[src/rtl/disparity_to_point_reprojection_top_assert.svh]
// ----------------------------------------------------------------------------
// Disparity to point reprojection assertion macros
// Shared concurrent assertion forms used by the block's modules.
// ----------------------------------------------------------------------------
`ifndef DISPARITY_TO_POINT_REPROJECTION_TOP_ASSERT_SVH
`define DISPARITY_TO_POINT_REPROJECTION_TOP_ASSERT_SVH

// Same-cycle implication, disabled while in reset.
`define DTP_ASSERT_IMPLY(label, clk, rst_n, ante, cons) \
    label: assert property (@(posedge clk) disable iff (!rst_n) (ante) |-> (cons)) \
        else $error("implication check failed");

// Next-cycle implication, disabled while in reset.
`define DTP_ASSERT_NEXT(label, clk, rst_n, ante, cons) \
    label: assert property (@(posedge clk) disable iff (!rst_n) (ante) |=> (cons)) \
        else $error("next-cycle check failed");

`endif

[src/rtl/dtp_pkg.sv]
// ----------------------------------------------------------------------------
// Disparity to point reprojection package
// Widths, register codes, shared types and arithmetic helpers.
// ----------------------------------------------------------------------------
package dtp_pkg;

    localparam int COORD_BITS     = 12;
    localparam int DISPARITY_BITS = 16;
    localparam int OUT_W          = 26;
    localparam int FOCAL_W        = 20;
    localparam int CENTER_W       = 16;
    localparam int BASE_W         = 16;
    localparam int LIMIT_W        = 26;
    localparam int CFG_DATA_W     = 26;
    localparam int CFG_IDX_W      = 3;
    localparam int NUM_W          = FOCAL_W + BASE_W;
    localparam int Q_W            = OUT_W;
    localparam int NUM_HI_W       = NUM_W - Q_W;
    localparam int DZ_W           = DISPARITY_BITS + 6;
    localparam int POS_W          = COORD_BITS + 4;
    localparam int MAG_W          = (POS_W > CENTER_W) ? POS_W : CENTER_W;
    localparam int PROD_W         = MAG_W + Q_W;
    localparam int DIV_W          = (DZ_W > FOCAL_W) ? DZ_W : FOCAL_W;
    localparam int FIFO_DEPTH     = 4;
    localparam int FIFO_PTR_W     = 2;
    localparam int FIFO_CNT_W     = 3;

    localparam logic [FOCAL_W-1:0]  RST_FOCAL_X  = FOCAL_W'(8000);
    localparam logic [FOCAL_W-1:0]  RST_FOCAL_Y  = FOCAL_W'(8000);
    localparam logic [CENTER_W-1:0] RST_CENTER_X = CENTER_W'(5120);
    localparam logic [CENTER_W-1:0] RST_CENTER_Y = CENTER_W'(3840);
    localparam logic [BASE_W-1:0]   RST_BASELINE = BASE_W'(7864);
    localparam logic [LIMIT_W-1:0]  RST_NEAR     = LIMIT_W'(205);
    localparam logic [LIMIT_W-1:0]  RST_FAR      = LIMIT_W'(10240);

    localparam logic [OUT_W-1:0] POS_MAX = {1'b0, {(OUT_W-1){1'b1}}};
    localparam logic [OUT_W-1:0] NEG_MIN = {1'b1, {(OUT_W-1){1'b0}}};

    typedef enum logic [CFG_IDX_W-1:0] {
        CFG_FOCAL_X  = 3'd0,
        CFG_FOCAL_Y  = 3'd1,
        CFG_CENTER_X = 3'd2,
        CFG_CENTER_Y = 3'd3,
        CFG_BASELINE = 3'd4,
        CFG_NEAR     = 3'd5,
        CFG_FAR      = 3'd6
    } cfg_idx_t;

    typedef struct packed {
        logic [FOCAL_W-1:0]  focal_x;
        logic [FOCAL_W-1:0]  focal_y;
        logic [CENTER_W-1:0] center_x;
        logic [CENTER_W-1:0] center_y;
        logic [BASE_W-1:0]   stereo_baseline;
        logic [LIMIT_W-1:0]  near_limit;
        logic [LIMIT_W-1:0]  far_limit;
    } cfg_t;

    typedef struct packed {
        logic [NUM_W-1:0] num;
        logic [DZ_W-1:0]  dz;
        logic [MAG_W-1:0] magx;
        logic             negx;
        logic [MAG_W-1:0] magy;
        logic             negy;
    } item_t;

    typedef struct packed {
        logic empty;
        logic full;
    } fifo_stat_t;

    // One restoring division step: returns {quotient bit, new remainder}.
    function automatic logic [DIV_W:0] div_step(input logic [DIV_W-1:0] rem,
                                                input logic             bin,
                                                input logic [DIV_W-1:0] d);
        logic [DIV_W:0] t;
        logic [DIV_W:0] diff;
        t    = {rem, bin};
        diff = t - {1'b0, d};
        if (t >= {1'b0, d})
            return {1'b1, diff[DIV_W-1:0]};
        else
            return {1'b0, t[DIV_W-1:0]};
    endfunction

    // Applies the sign to a quotient magnitude and saturates to the output range.
    function automatic logic [OUT_W-1:0] lateral_sat(input logic [Q_W-1:0] q,
                                                     input logic           neg,
                                                     input logic           ovf);
        logic [OUT_W-1:0] r;
        if (neg) begin
            if (ovf || (q > NEG_MIN))
                r = NEG_MIN;
            else
                r = OUT_W'(-q);
        end
        else begin
            if (ovf || q[Q_W-1])
                r = POS_MAX;
            else
                r = q;
        end
        return r;
    endfunction

endpackage

[src/rtl/dtp_fifo.sv]
// ----------------------------------------------------------------------------
// Disparity to point reprojection item queue
// Short queue that decouples the front end from the arithmetic back end.
// ----------------------------------------------------------------------------
`include "disparity_to_point_reprojection_top_assert.svh"

module dtp_fifo
(
    input  logic                  clk,
    input  logic                  rst_n,
    input  logic                  push,
    input  dtp_pkg::item_t        wr_data,
    input  logic                  pop,
    output dtp_pkg::item_t        rd_data,
    output dtp_pkg::fifo_stat_t   stat
);

    dtp_pkg::item_t                    mem [0:dtp_pkg::FIFO_DEPTH-1];
    logic [dtp_pkg::FIFO_PTR_W-1:0]    wr_ptr_reg;
    logic [dtp_pkg::FIFO_PTR_W-1:0]    wr_ptr_next;
    logic [dtp_pkg::FIFO_PTR_W-1:0]    rd_ptr_reg;
    logic [dtp_pkg::FIFO_PTR_W-1:0]    rd_ptr_next;
    logic [dtp_pkg::FIFO_CNT_W-1:0]    count_reg;
    logic [dtp_pkg::FIFO_CNT_W-1:0]    count_next;
    logic                              do_push;
    logic                              do_pop;

    always_comb
    begin
        stat.empty  = (count_reg == '0);
        stat.full   = (count_reg == dtp_pkg::FIFO_CNT_W'(dtp_pkg::FIFO_DEPTH));
        do_pop      = pop && !stat.empty;
        do_push     = push && (!stat.full || do_pop);
        wr_ptr_next = do_push ? (wr_ptr_reg + 1'b1) : wr_ptr_reg;
        rd_ptr_next = do_pop ? (rd_ptr_reg + 1'b1) : rd_ptr_reg;
        count_next  = count_reg;
        if (do_push && !do_pop)
            count_next = count_reg + 1'b1;
        else if (do_pop && !do_push)
            count_next = count_reg - 1'b1;
    end

    always_ff @(posedge clk or negedge rst_n)
    begin
        if (!rst_n)
        begin
            wr_ptr_reg <= '0;
            rd_ptr_reg <= '0;
            count_reg  <= '0;
        end
        else
        begin
            wr_ptr_reg <= wr_ptr_next;
            rd_ptr_reg <= rd_ptr_next;
            count_reg  <= count_next;
        end
    end

    always_ff @(posedge clk)
    begin
        if (do_push)
            mem[wr_ptr_reg] <= wr_data;
    end

    assign rd_data = mem[rd_ptr_reg];

    // A push into a full queue is only safe when the head leaves in the same cycle.
    `DTP_ASSERT_IMPLY(a_no_overflow, clk, rst_n, push && stat.full, pop)
    `DTP_ASSERT_IMPLY(a_count_bound, clk, rst_n, 1'b1, count_reg <= dtp_pkg::FIFO_DEPTH)
    `DTP_ASSERT_NEXT(a_pop_drains, clk, rst_n, do_pop && !do_push, count_reg == $past(count_reg) - 1'b1)

endmodule

[config.mk]
export PLATFORM = sky130hd
export DESIGN_NAME = dtp_fifo
export DESIGN_NICKNAME = d
export VERILOG_FILES = /design/src/rtl/dtp_pkg.sv /design/src/rtl/dtp_fifo.sv
export VERILOG_INCLUDE_DIRS = /design/src /design/src/rtl
export SDC_FILE = /design/constraint.sdc
export NUM_CORES = 1
export LEC_CHECK = 0
export ABC_AREA = 1
export BUFFER_PORTS_ARGS = -buffer_cell sky130_fd_sc_hd__buf_2
export CORE_UTILIZATION = 45
export DETAILED_ROUTE_END_ITERATION = 10
export GPL_TIMING_DRIVEN = 0
export PLACE_DENSITY = 0.65
export SYNTH_ARGS = -nofsm -noshare
export SYNTH_HDL_FRONTEND = slang
export SYNTH_SLANG_ARGS = --single-unit
[constraint.sdc]
create_clock -name clk -period 5.4 [get_ports clk]
set_clock_uncertainty 0.1 [all_clocks]
set_input_delay 0.54 -clock clk [delete_from_list [all_inputs] [get_ports clk]]
set_output_delay 0.54 -clock clk [all_outputs]
set_load 0.02 [all_outputs]
==> metrics.md <==
| Metric | Value |
|---|---|
| IR Drop Worst-Case VDD | `approximately 0.30 mV` |
| Maximum fanout along the worst path | `10` |
| Gr ovfl total | `0` |
| RSZ-0062 raised after global routing | `false` |
| 1st-iter DRT viols | `717` |
| Worst skew pair latency | `around 0.51 ns` |
| Max-cap violations | `0` |
| Hold WC Path Type | `in -> reg` |
| XOR/XNOR share of the synthesized area | `0.000613` |
| Main combinational cell family by area after synthesis | `compound AO/OA/AOI/OAI gates` |
| Worst path arrival time | `between 2 and 2.5 ns` |
| PortBufs | `189` |
| Worst setup EP type | `output pin` |
| R2r worst-path depth | `6` |
| Final nets | `about 1,400` |
| Post-synthesis sequential area ratio | `0.786` |
| Commonest non-fill, non-tap cells in the layout | `edfxtp_1 (368), nor2_1 (277), buf_2 (220)` |
| Slew Limit Headroom | `0.374` |
| Final min period | `between 3 and 4 ns` |
| DPL Wire Length | `approximately 21 mm` |
| Yosys reg bits | `375` |
| Maximum operating frequency | `0.326 GHz` |
| Worst-path clk slew | `0.06 ns` |
| IO Count | `190` |
| Slowest-stage cell, CP | `clkbuf_1` |
| Total GRT Usage | `0.201` |
| Core Area | `30,900 um^2` |
| Synth warn | `0` |
| Worst-path cell chain | `inv_2 -> buf_2 -> clkbuf_1 -> o21ai_1 -> o21ai_1 -> buf_2` |
| WL per Instance | `between 15 and 20 um` |
| Die X | `~180 um` |
| Global-route wire length before repair | `49.9 mm` |
| Worst hold start | `wr_data[78]` |
| Fin cells | `about 1,700` |
| Initial core utilization | `0.462` |
| Post-route ant nets | `0` |
| Final Max Slew Viols | `0` |
| Largest net degree at the start of global routing | `30` |
| Hold slack | `0.135 ns` |
| Pwr dens | `583 nW/um^2` |
| Cell Area, Placed | `approximately 16,000 um^2` |
| Max clock buf depth | `3` |
| Register-to-register setup slack | `between 2 and 3 ns` |
| Post-synthesis adder-cell area fraction | `0.00578` |
| Reg-to-Reg Start | `count_reg[0]` |
| # placed instances | `around 1,600` |
| Outcome | `completed` |
| Worst Hold End | `mem[0][78]` |
| Final Cell Area | `approximately 17,000 um^2` |
| Post-Place Setup Slack | `2.50 ns` |
| Initial antenna violation count | `6` |
| CTS H-Tree Depth | `2` |
| # Post-CTS Setup Buffers | `0` |
| Net Count, Synth | `~1,100` |
| # rows | `64` |
| Vias in the first global route | `roughly 8,800` |
| Synth Area in Simple Gates | `0.0823` |
| CP Class | `reg -> out` |
| Static leakage | `approximately 6.2 nW` |
| CTS tree | `yes` |
| Routed WL | `roughly 32 mm` |
| Worst Path Required | `approximately 4.8 ns` |
| CTS resizes | `0` |
| Core Util, Final | `0.557` |
| Final Hold Fails | `0` |
| DRC violation count after routing | `0` |
| Die ar. | `32,400 um^2` |
| Commonest non-fill, non-tap cell in the layout | `edfxtp_1` |
| Clk root buf | `clkbuf_16` |
| R2R Path End | `mem[2][19]` |
| CTS sink count | `about 380` |
| Setup Viol. Count Final | `0` |
| Routed vias/inst | `5.16` |
| Synth Area in Compound Gates | `0.0968` |
| Vias | `8,856` |
| Final critical-path share of the clock period | `0.568` |
| Post-CTS Hold Buffers | `1` |
| Ratio of cells with drive above 1 in the final layout | `0.231` |
| Slew at the pin closest to its max-slew limit | `roughly 0.94 ns` |
| Syn Area/Cell | `between 10 and 15 um^2` |
| Setup ws final | `roughly 2.3 ns` |
| Synth Instances | `1,044` |
| Synthesis-to-layout area growth | `20.5%` |
| Gpl congestion | `0.741` |
| Max reg flops | `between 300 and 400` |
| Synth Cell Area | `roughly 14,000 um^2` |
| Num CTS Buffers | `40` |
| Mux share of post-synthesis cell area | `0` |
| Hold depth | `1` |
| CP Launch Type | `register` |
| Pre-antenna DRT Iters | `5` |
| Die Ht | `between 150 and 200 um` |
| Netlist cell types | `20` |
| Max incr delay on CP | `between 0.4 and 0.5 ns` |
[cell families after synthesis]
group | Yosys count
flip-flops | 375
AND/OR/NAND/NOR | 310
AO/OA/AOI/OAI | 276
buffers and inverters | 76
adder cells (fa/ha/maj) | 6
XOR/XNOR | 1
[worst max-delay path by stage]
stage | from | end | cells after the start
after floorplan | pop | mem[0][0] | 4
after global placement | pop | mem[0][2] | 5
after detailed placement | pop | mem[2][5] | 7
after CTS | rd_ptr_reg[1] | rd_data[50] | 6
after global routing | rd_ptr_reg[1] | rd_data[64] | 6
final | rd_ptr_reg[1] | rd_data[64] | 6
[report_power, final]
part	total, mW	internal [mW]	switching (mW)
sequential	3.86	3.75	0.109
clock	2.40	1.38	1.02
combinational	3.77	1.13	2.64
[worst max-delay path: cells and delay by family (launching register included)]
family	cells	cell delay [ns]
DFF	1	0.41
buffers and inverters	4	1.14
AOI/OAI and AO/OA	2	0.37
[synth_stat cells]
| cell | count | share of area |
|---|---|---|
| buf_2 | 31 | 0.011 |
| buf_4 | 6 | 0.0032 |
| buf_6 | 7 | 0.0055 |
| clkbuf_1 | 16 | 0.0042 |
| clkbuf_2 | 1 | 0.00035 |
| dfrtp_1 | 7 | 0.012 |
| edfxtp_1 | 368 | 0.77 |
| fa_1 | 1 | 0.0014 |
| ha_1 | 5 | 0.0044 |
| inv_1 | 13 | 0.0034 |
| inv_2 | 1 | 0.00026 |
| inv_4 | 1 | 0.00044 |
| nand2_1 | 21 | 0.0055 |
| nand3_1 | 6 | 0.0021 |
| nand4_1 | 1 | 0.00044 |
| nor2_1 | 281 | 0.074 |
| nor3_1 | 1 | 0.00035 |
| o21ai_0 | 181 | 0.063 |
| o21ai_1 | 95 | 0.033 |
| xnor2_1 | 1 | 0.00061 |
[layer usage]
layer / track usage / vias to the layer above / part of all wire
li1: - / 4276 / -
met1: 0.266 / 4273 / 0.44
met5: 0 / - / 0.00037
met2: 0.334 / 253 / 0.48
met4: 0.0660 / 2 / 0.022
met3: 0.0424 / 52 / 0.058
[area by class of cell]
class / instances / area, um^2
fillers: 2530 / 13700
flip-flops and latches: 375 / 11200
multi-input cells: 593 / 2680
repair buffers: 204 / 1250
clock buffers: 50 / 1060
well taps: 396 / 495
plain buffers: 61 / 344
clock inverters: 18 / 78.8
inverters: 15 / 58.8
diodes: 4 / 10.0
[stage by stage]
step                      power (mW)   TNS, ns
final                           10.0         0
after global routing            10.6         0
after CTS                       10.1         0
after detailed placement        7.73         0
after global placement          7.68  -1155.30
after floorplan                 6.29         0
(Power assumes the default switching activity.)
