--- config.mk ---
export PLATFORM = sky130hd
export DESIGN_NAME = dtp_front
export DESIGN_NICKNAME = d
export VERILOG_FILES = /design/src/rtl/disparity_to_point_reprojection_top_assert.svh /design/src/rtl/dtp_pkg.sv /design/src/rtl/dtp_front.sv
export SDC_FILE = /design/constraint.sdc
export NUM_CORES = 1
export LEC_CHECK = 0
export BUFFER_PORTS_ARGS = -buffer_cell sky130_fd_sc_hd__buf_2
export CORE_UTILIZATION = 30
export DETAILED_ROUTE_END_ITERATION = 7
export GPL_TIMING_DRIVEN = 0
export PLACE_DENSITY_LB_ADDON = 0.08
export SETUP_SLACK_MARGIN = 0.4
export SLEW_MARGIN = 20
export SYNTH_ARGS = -nofsm -noshare
export SYNTH_HDL_FRONTEND = slang
export SYNTH_SLANG_ARGS = --single-unit
--- constraint.sdc ---
create_clock -name clk -period 0.9 [get_ports clk]
set_clock_uncertainty 0.2 [all_clocks]
set_input_delay 0.18 -clock clk [delete_from_list [all_inputs] [get_ports clk]]
set_output_delay 0.18 -clock clk [all_outputs]
set_load 0.02 [all_outputs]
--- src/rtl/disparity_to_point_reprojection_top_assert.svh ---
// ----------------------------------------------------------------------------
// Disparity to point reprojection assertion macros
// Shared concurrent assertion forms used by the block's modules.
// ----------------------------------------------------------------------------
`ifndef DISPARITY_TO_POINT_REPROJECTION_TOP_ASSERT_SVH
`define DISPARITY_TO_POINT_REPROJECTION_TOP_ASSERT_SVH

// Same-cycle implication, disabled while in reset.
`define DTP_ASSERT_IMPLY(label, clk, rst_n, ante, cons) \
    label: assert property (@(posedge clk) disable iff (!rst_n) (ante) |-> (cons)) \
        else $error("implication check failed");

// Next-cycle implication, disabled while in reset.
`define DTP_ASSERT_NEXT(label, clk, rst_n, ante, cons) \
    label: assert property (@(posedge clk) disable iff (!rst_n) (ante) |=> (cons)) \
        else $error("next-cycle check failed");

`endif

--- src/rtl/dtp_pkg.sv ---
// ----------------------------------------------------------------------------
// Disparity to point reprojection package
// Widths, register codes, shared types and arithmetic helpers.
// ----------------------------------------------------------------------------
package dtp_pkg;

    localparam int COORD_BITS     = 12;
    localparam int DISPARITY_BITS = 16;
    localparam int OUT_W          = 26;
    localparam int FOCAL_W        = 20;
    localparam int CENTER_W       = 16;
    localparam int BASE_W         = 16;
    localparam int LIMIT_W        = 26;
    localparam int CFG_DATA_W     = 26;
    localparam int CFG_IDX_W      = 3;
    localparam int NUM_W          = FOCAL_W + BASE_W;
    localparam int Q_W            = OUT_W;
    localparam int NUM_HI_W       = NUM_W - Q_W;
    localparam int DZ_W           = DISPARITY_BITS + 6;
    localparam int POS_W          = COORD_BITS + 4;
    localparam int MAG_W          = (POS_W > CENTER_W) ? POS_W : CENTER_W;
    localparam int PROD_W         = MAG_W + Q_W;
    localparam int DIV_W          = (DZ_W > FOCAL_W) ? DZ_W : FOCAL_W;
    localparam int FIFO_DEPTH     = 4;
    localparam int FIFO_PTR_W     = 2;
    localparam int FIFO_CNT_W     = 3;

    localparam logic [FOCAL_W-1:0]  RST_FOCAL_X  = FOCAL_W'(8000);
    localparam logic [FOCAL_W-1:0]  RST_FOCAL_Y  = FOCAL_W'(8000);
    localparam logic [CENTER_W-1:0] RST_CENTER_X = CENTER_W'(5120);
    localparam logic [CENTER_W-1:0] RST_CENTER_Y = CENTER_W'(3840);
    localparam logic [BASE_W-1:0]   RST_BASELINE = BASE_W'(7864);
    localparam logic [LIMIT_W-1:0]  RST_NEAR     = LIMIT_W'(205);
    localparam logic [LIMIT_W-1:0]  RST_FAR      = LIMIT_W'(10240);

    localparam logic [OUT_W-1:0] POS_MAX = {1'b0, {(OUT_W-1){1'b1}}};
    localparam logic [OUT_W-1:0] NEG_MIN = {1'b1, {(OUT_W-1){1'b0}}};

    typedef enum logic [CFG_IDX_W-1:0] {
        CFG_FOCAL_X  = 3'd0,
        CFG_FOCAL_Y  = 3'd1,
        CFG_CENTER_X = 3'd2,
        CFG_CENTER_Y = 3'd3,
        CFG_BASELINE = 3'd4,
        CFG_NEAR     = 3'd5,
        CFG_FAR      = 3'd6
    } cfg_idx_t;

    typedef struct packed {
        logic [FOCAL_W-1:0]  focal_x;
        logic [FOCAL_W-1:0]  focal_y;
        logic [CENTER_W-1:0] center_x;
        logic [CENTER_W-1:0] center_y;
        logic [BASE_W-1:0]   stereo_baseline;
        logic [LIMIT_W-1:0]  near_limit;
        logic [LIMIT_W-1:0]  far_limit;
    } cfg_t;

    typedef struct packed {
        logic [NUM_W-1:0] num;
        logic [DZ_W-1:0]  dz;
        logic [MAG_W-1:0] magx;
        logic             negx;
        logic [MAG_W-1:0] magy;
        logic             negy;
    } item_t;

    typedef struct packed {
        logic empty;
        logic full;
    } fifo_stat_t;

    // One restoring division step: returns {quotient bit, new remainder}.
    function automatic logic [DIV_W:0] div_step(input logic [DIV_W-1:0] rem,
                                                input logic             bin,
                                                input logic [DIV_W-1:0] d);
        logic [DIV_W:0] t;
        logic [DIV_W:0] diff;
        t    = {rem, bin};
        diff = t - {1'b0, d};
        if (t >= {1'b0, d})
            return {1'b1, diff[DIV_W-1:0]};
        else
            return {1'b0, t[DIV_W-1:0]};
    endfunction

    // Applies the sign to a quotient magnitude and saturates to the output range.
    function automatic logic [OUT_W-1:0] lateral_sat(input logic [Q_W-1:0] q,
                                                     input logic           neg,
                                                     input logic           ovf);
        logic [OUT_W-1:0] r;
        if (neg) begin
            if (ovf || (q > NEG_MIN))
                r = NEG_MIN;
            else
                r = OUT_W'(-q);
        end
        else begin
            if (ovf || q[Q_W-1])
                r = POS_MAX;
            else
                r = q;
        end
        return r;
    endfunction

endpackage

--- src/rtl/dtp_front.sv ---
// ----------------------------------------------------------------------------
// Disparity to point reprojection front end
// Accepts pixels, drops invalid ones, forms the depth operands and offsets.
// ----------------------------------------------------------------------------
module dtp_front
(
    input  logic                                 clk,
    input  logic                                 rst_n,
    input  logic                                 accept,
    input  logic [dtp_pkg::COORD_BITS-1:0]       pixel_column,
    input  logic [dtp_pkg::COORD_BITS-1:0]       pixel_row,
    input  logic [dtp_pkg::DISPARITY_BITS-1:0]   disparity,
    input  logic                                 disparity_valid,
    input  dtp_pkg::cfg_t                        cfg,
    output logic                                 item_valid,
    output dtp_pkg::item_t                       item
);

    logic                       item_valid_reg;
    logic                       item_valid_next;
    dtp_pkg::item_t             item_reg;
    dtp_pkg::item_t             item_next;
    logic [dtp_pkg::MAG_W-1:0]  posx;
    logic [dtp_pkg::MAG_W-1:0]  posy;
    logic [dtp_pkg::MAG_W-1:0]  cx;
    logic [dtp_pkg::MAG_W-1:0]  cy;

    always_comb
    begin
        posx = dtp_pkg::MAG_W'({pixel_column, 4'b0000});
        posy = dtp_pkg::MAG_W'({pixel_row, 4'b0000});
        cx   = dtp_pkg::MAG_W'(cfg.center_x);
        cy   = dtp_pkg::MAG_W'(cfg.center_y);

        item_valid_next = accept && disparity_valid && (disparity != '0);

        item_next.num  = dtp_pkg::NUM_W'(cfg.focal_x) * dtp_pkg::NUM_W'(cfg.stereo_baseline);
        item_next.dz   = {disparity, 6'b000000};
        item_next.negx = posx < cx;
        item_next.magx = item_next.negx ? (cx - posx) : (posx - cx);
        item_next.negy = posy < cy;
        item_next.magy = item_next.negy ? (cy - posy) : (posy - cy);
    end

    always_ff @(posedge clk or negedge rst_n)
    begin
        if (!rst_n)
            item_valid_reg <= 1'b0;
        else
            item_valid_reg <= item_valid_next;
    end

    always_ff @(posedge clk)
    begin
        item_reg <= item_next;
    end

    assign item_valid = item_valid_reg;
    assign item       = item_reg;

endmodule

==> results of run 1 <==
routing by layer:
layer,vias up,share of wire [%]
met3,40,3.8
li1,5550,-
met4,0,1.8
met2,224,53
met1,5987,42
met5,-,0
power by group through the flow:
| stage | Sequential [uW] | Clock, uW | Combinational, uW |
|---|---|---|---|
| finish | 6890 | 3630 | 79500 |
| global placement | 6630 | 0 | 58200 |
| CTS | 6870 | 3830 | 71000 |
| detailed placement | 6600 | 0 | 58100 |
| floorplan | 8270 | 0 | 44100 |
| global route | 6960 | 4000 | 86300 |
layout by cell type (no fill, tap or decap), types with 12 or more instances in the layout:
master / instances
inv_1: 291
fa_1: 235
nand2_1: 194
buf_6: 132
and2_1: 127
ha_1: 117
dfxtp_4: 85
buf_4: 77
buf_2: 72
a21o_1: 38
ha_4: 34
clkbuf_16: 29
and2_4: 27
inv_2: 27
xor2_1: 26
nor2_1: 25
a21oi_1: 25
xnor2_1: 25
fa_2: 17
nor3_1: 16
o21ai_0: 15
a21oi_2: 14
clkbuf_8: 12
buf_12: 12
final timing paths:
path,cells after the start,to,slack [ns]
worst max-delay path,22,item[91],-4.69
worst min-delay path,1,item[45],-0.27
max in group asynchronous,2,item_valid,0.49
min in group asynchronous,2,item_valid,-0.08
synthesized netlist by cell type, types with 6 or more instances:
cell	count	area share, %
o21a_1	6	0.31
dfxtp_1	86	12
o21bai_1	6	0.31
o21ai_0	34	1.2
mux2i_1	11	0.76
nand3_1	7	0.24
nor4_1	6	0.26
ha_1	154	13
a21oi_1	45	1.6
nor2_1	32	0.83
a21o_1	38	2.0
nand2b_1	7	0.30
nor2b_1	9	0.39
xor2_1	28	1.7
nand2_1	211	5.5
and2_1	154	6.7
nor3_1	18	0.63
a31oi_1	10	0.43
xnor2_1	31	1.9
and3_1	10	0.43
clkbuf_1	57	1.5
fa_1	252	35
a41oi_1	6	0.36
buf_4	6	0.31
inv_1	321	8.4
kinds of logic after synthesis:
logic type      after synthesis  synth area share, %
simple gates                473                 16.2
buf+inv                     388                 10.4
fa+ha+maj                   406                 48.4
xor+xnor                     59                 3.59
mux                          12                0.843
flops                        87                 12.1
compound gates              180                 8.43
other cells                   1               0.0260
what timing repair did:
item / CTS / global route
cloned: 2 / 0
setup endpoints to repair: 155 / 155
hold endpoints to repair: 30 / 29
buffers inserted: 77 / 31
pin swaps: 84 / 73
resized for setup: 424 / 112
metrics by stage:
stage                     hold slack, ns  std cells  setup TNS, ns  area, um^2  utilization [%]
after floorplan                   -0.316       1611        -170.16       15600                -
after global placement            -0.243       2400        -209.37       17200             36.7
after detailed placement          -0.242       2400        -209.21       17200             36.7
after CTS                         -0.290       2496        -200.91       19800             42.2
after global routing              -0.294       2527        -207.15       20400             43.5
final                             -0.265       2528        -198.67       20400             43.6
cell type report:
| class | count | area [um^2] | area share, % |
|---|---|---|---|
| Clock buffer | 14 | 244 | 1.19 |
| Inverter | 322 | 1250 | 6.09 |
| Tap cell | 607 | 759 | 3.71 |
| Clock inverter | 2 | 35.0 | 0.171 |
| Timing Repair Buffer | 293 | 2750 | 13.4 |
| Multi-Input combinational cell | 1136 | 12400 | 60.7 |
| Sequential cell | 87 | 2070 | 10.1 |
| Buffer | 66 | 935 | 4.57 |
| Antenna cell | 1 | 2.50 | 0.0122 |
==> out/qor.txt, run 1 <==
OUTCOME
----------------------------------------------------------------------------------------
Status                                                                      complete, but fails checks
Violations in the final reports                                             hold timing, setup timing

ROUTING
----------------------------------------------------------------------------------------
Iter 0 DRT Violations                                                                486
Via/cell ratio                                                                      4.67
DRT Wirelength                                                                 47,100 um
Drt drc                                                                                0
WL/cell                                                                          18.6 um
Remaining number of nets flagged by the antenna check after routing                    0
Via total after detailed routing                                                  11,801
DRT Pass-1 Iters                                                                       5

WORST SETUP PATH
----------------------------------------------------------------------------------------
Start point of the critical path                                                cfg[126]
Max stage delay on crit path                                                     0.59 ns
CP top delay family                                                          adder cells
Type of origin of the critical path                                         primary input
WP data arrival                                                                  5.66 ns
Critical path capture point type                                               flip-flop
Cell breakdown of the critical path                                         buf_12, clkbuf_16, buf_6, nand2_4, fa_1, inv_2, fa_1, fa_1, fa_1, fa_1, inv_2, fa_1, inv_2, ha_4, buf_6, a21o_1, a21o_1, a221o_1, a31oi_4, o31ai_4, a311oi_2, xnor2_1
Worst path buffer plus inverter count                                                  7
Category of the critical setup timing path                                  primary input to flip-flop
Required time reported for the critical path endpoint                            0.96 ns
Master of the slowest instance on the critical path                                 fa_1
Most common cell type on the critical path                                          fa_1
Crit-path max FO                                                                       5

GRT
----------------------------------------------------------------------------------------
Most congested layer reported by global routing                                     met2
Met1 track utilization from global routing                                         24.8%
GR met2 Demand/Resource                                                            35.4%
Number of antenna violations at the first check in global routing                      1
Number of global-route vias before repair                                         12,750
Global-route wire length before repair                                         73,500 um
Met3 Track Usage GR                                                                3.32%
Pin count of the biggest net entering global routing                                  14
Overall routing resource usage                                                     19.8%
Aggregate global routing overflow                                                      0

CTS
----------------------------------------------------------------------------------------
TritonCTS clock tree                                                               built
Longest Clk Path Bufs                                                                  2
Sink count of the clock tree                                                          87
Clock-pin slew on the worst setup and hold paths                                 0.06 ns
H-tree Lvls                                                                            3
Number of buffers added by the clock tree synthesis step                               9
Count of hold-fix buffers inserted at cts                                              1
Library cell used as clock root buffer                                         clkbuf_16

TIMING
----------------------------------------------------------------------------------------
Unrepaired setup endpoints after global routing                                      yes
Final Slew Violations                                                                  0
Portion of the clock cycle consumed by the worst path in the final layout           621%
Final setup slack of the worst path                                             -4.69 ns
Slew at the pin with the worst max-slew slack                                   0.582 ns
Shortest period the worst path allows                                            5.59 ns
Final hold violation count                                                            29
Post-Route Hold Slack                                                          -0.265 ns
Max-Slew Margin vs Limit                                                           61.2%
Final count of negative-setup-slack endpoints                                        153
Peak Freq                                                                      0.179 GHz

POWER AND IR DROP
----------------------------------------------------------------------------------------
Areal power density over the cells                                          4400 nW/um^2
Internal power of the cells                                                    47,200 uW
Combinational share of power                                                       88.3%
Switching part of the total                                                        47.6%
Power, Total                                                                   90,000 uW
Maximum ir drop on the vdd rail                                                  5000 uV
Part of the total power dissipated in sequential elements                           7.6%
Leakage power                                                                 0.00995 uW
Net switching power figure                                                     42,800 uW
Portion of total power attributed to the clock network                              4.0%

SYNTHESIS
----------------------------------------------------------------------------------------
Avg Inst Size Synth                                                            8.97 um^2
Async S/R FF share, synth                                                          1.15%
Post-synth EDFFs                                                                       0
Synth Warn #                                                                           0
Post-Synthesis Cells                                                               1,606
Flops & latches, synth                                                                87
Synth Flop Type                                                                  dfxtp_1
Cell variety after synth                                                              58
Sequential fraction of the synthesis area                                          12.1%
Cell area after technology mapping                                           14,400 um^2

FINISH
----------------------------------------------------------------------------------------
Largest register FFs                                                                  86
Share of layout cells above drive strength 1                                       35.5%
Number of nets in the finished design                                              2,505
Filler Cell Count                                                                  4,590
Area overhead of the layout relative to synthesis                                  42.0%

DIE
----------------------------------------------------------------------------------------
Starting utilization of the core area                                              30.7%
Boundary pin count                                                                   277
Core region area                                                             47,000 um^2
Height of the die                                                                 221 um
Die Footprint                                                                48,900 um^2
Die width                                                                         221 um
Placement Rows                                                                        79

FLOW RUN
----------------------------------------------------------------------------------------
Maximum capacitance violations                                                         0

PLACE
----------------------------------------------------------------------------------------
Dpl ws                                                                          -5.64 ns
Sum of net half-perimeters after detailed placement                            37,100 um
Count of input and output buffers                                                    182
Routability Congestion                                                             0.826

HOLD PATH
----------------------------------------------------------------------------------------
Path category of the worst min-delay check                                  primary input to flip-flop
Launch point of the worst hold path                                         disparity[5]

No activity file was read; power rests on OpenSTA's default activity.
==> run 2, diff against run 1 <==
clock period = 5.92 ns   (was 0.9 ns; I/O delays follow)
==> out/qor.txt, run 2 (synthesized netlist as in run 1, its figures left out) <==
WORST SETUP PATH
----------------------------------------------------------------------------------------
Type of origin of the critical path                                         primary input
Most common cell type on the critical path                                          fa_1
Category of the critical setup timing path                                  primary input to flip-flop
Max stage delay on crit path                                                     0.58 ns
Cell breakdown of the critical path                                         clkbuf_16, and2_4, fa_1, inv_2, fa_1, fa_1, inv_2, fa_1, fa_1, inv_1, fa_1, inv_2, ha_4, buf_4, a21o_1, a21o_1, a221o_1, a31oi_4, o31ai_4, buf_6, a311oi_2, xnor2_1
Crit-path max FO                                                                       5
Required time reported for the critical path endpoint                            6.01 ns
Master of the slowest instance on the critical path                                 fa_1
WP data arrival                                                                  6.63 ns
Critical path capture point type                                               flip-flop

CTS
----------------------------------------------------------------------------------------
Sink count of the clock tree                                                          87
Longest Clk Path Bufs                                                                  2
Count of hold-fix buffers inserted at cts                                              0
TritonCTS clock tree                                                               built
Number of buffers added by the clock tree synthesis step                               9
Clock-pin slew on the worst setup and hold paths                                 0.07 ns
H-tree Lvls                                                                            3
Library cell used as clock root buffer                                         clkbuf_16

FINISH
----------------------------------------------------------------------------------------
Filler-free cell count of the finished design                                      2,482
Area overhead of the layout relative to synthesis                                  26.6%
Utilization of the core after routing                                              38.8%
Most frequent standard cell in the layout excluding fill and tap cells             inv_1
Number of nets in the finished design                                              2,457
Largest register FFs                                                                  86
Most frequent cells in the layout                                           inv_1, fa_1, nand2_1
Share of layout cells above drive strength 1                                       23.8%
Final Instance Area                                                          18,200 um^2

FLOW RUN
----------------------------------------------------------------------------------------
Maximum capacitance violations                                                         0

TIMING
----------------------------------------------------------------------------------------
Final Slew Violations                                                                  0
Final hold violation count                                                             0
Shortest period the worst path allows                                            6.54 ns
Final count of negative-setup-slack endpoints                                         20
Unrepaired setup endpoints after global routing                                      yes
Max-Slew Margin vs Limit                                                           55.8%
Slew at the pin with the worst max-slew slack                                   0.664 ns
Final setup slack of the worst path                                            -0.624 ns
Peak Freq                                                                      0.153 GHz
Portion of the clock cycle consumed by the worst path in the final layout           111%

PLACE
----------------------------------------------------------------------------------------
Sum of net half-perimeters after detailed placement                            37,400 um
Routability Congestion                                                             0.851
Count of input and output buffers                                                    182
Standard cell area after detailed placement                                  16,400 um^2
Cell total after placement                                                         2,400

DIE
----------------------------------------------------------------------------------------
Core region area                                                             47,000 um^2
Die Footprint                                                                48,900 um^2
Placement Rows                                                                        79
Boundary pin count                                                                   277
Die width                                                                         221 um
Height of the die                                                                 221 um
Starting utilization of the core area                                              30.7%

ROUTING
----------------------------------------------------------------------------------------
Via/cell ratio                                                                      4.65
DRT Wirelength                                                                 46,400 um
Via total after detailed routing                                                  11,538
Remaining number of nets flagged by the antenna check after routing                    0
Iter 0 DRT Violations                                                                486
DRT Pass-1 Iters                                                                       4
WL/cell                                                                          18.7 um
Drt drc                                                                                0

GRT
----------------------------------------------------------------------------------------
Global-route wire length before repair                                         72,600 um
Number of antenna violations at the first check in global routing                      1
Pin count of the biggest net entering global routing                                  18
Number of global-route vias before repair                                         12,440
Overall routing resource usage                                                     19.6%
Aggregate global routing overflow                                                      0

OUTCOME
----------------------------------------------------------------------------------------
Status                                                                      complete, but fails checks
Violations in the final reports                                             setup timing

HOLD PATH
----------------------------------------------------------------------------------------
Path category of the worst min-delay check                                  primary input to asynchronous set/reset pin

[run 2: repair_timing]
item,in CTS,in global routing
endpoints found under the setup margin,26,26
gates cloned,0,1
pin swaps,49,52
resized for setup,191,52
buffers inserted,49,13
[run 2: cell type report]
cell class | count | area (um^2)
fill | 4839 | 28700
multi-input combinational | 1136 | 11800
sequential | 87 | 1750
timing repair buffer | 245 | 1580
inverter | 322 | 1210
buffer | 66 | 866
tap | 607 | 759
clock buffer | 9 | 225
clock inverter | 7 | 62.6
antenna | 3 | 7.51
[run 2: per-stage QoR]
stage	TNS [ns]	setup slack [ns]	hold WS [ns]
2_1_floorplan	-6.87	-0.607	0.688
3_3_place_gp	-26.55	-1.55	0.760
3_5_place_dp	-26.41	-1.55	0.763
4_1_cts	-7.90	-0.632	0.357
5_1_grt	-10.40	-0.758	0.357
6_report	-7.74	-0.624	0.386
[run 2: worst max-delay path, delay by kind of cell]
family	cells	cell delay (ns)
adder cells (fa/ha/maj)	7	3.25
AO/OA/AOI/OAI	6	1.28
buffers and inverters	7	0.62
XOR/XNOR	1	0.15
AND/OR/NAND/NOR	1	0.14
[run 2: worst max path at each step]
stage / slack [ns] / from / endpoint / cells after the start
after floorplan: -0.61 / cfg[62] / item[88] / 21
after global placement: -1.55 / cfg[61] / item[88] / 20
after detailed placement: -1.55 / cfg[139] / item[88] / 21
after CTS: -0.63 / cfg[130] / item[88] / 21
after global routing: -0.76 / cfg[130] / item[91] / 22
final: -0.62 / cfg[57] / item[91] / 22
[run 2: per-layer routing]
layer	vias up	wire length, um	global-route usage, %	part of all wire, %
met1	5819	20200	25.1	44
met3	48	1700	3.20	3.7
met2	205	23500	34.3	51
li1	5466	-	-	-
met5	-	0	0	0
met4	0	1070	4.62	2.3
Power of run 2 is left out: the tool's default activity adds up to more than one toggle a clock period on the data nets, which glitch-free logic cannot reach.
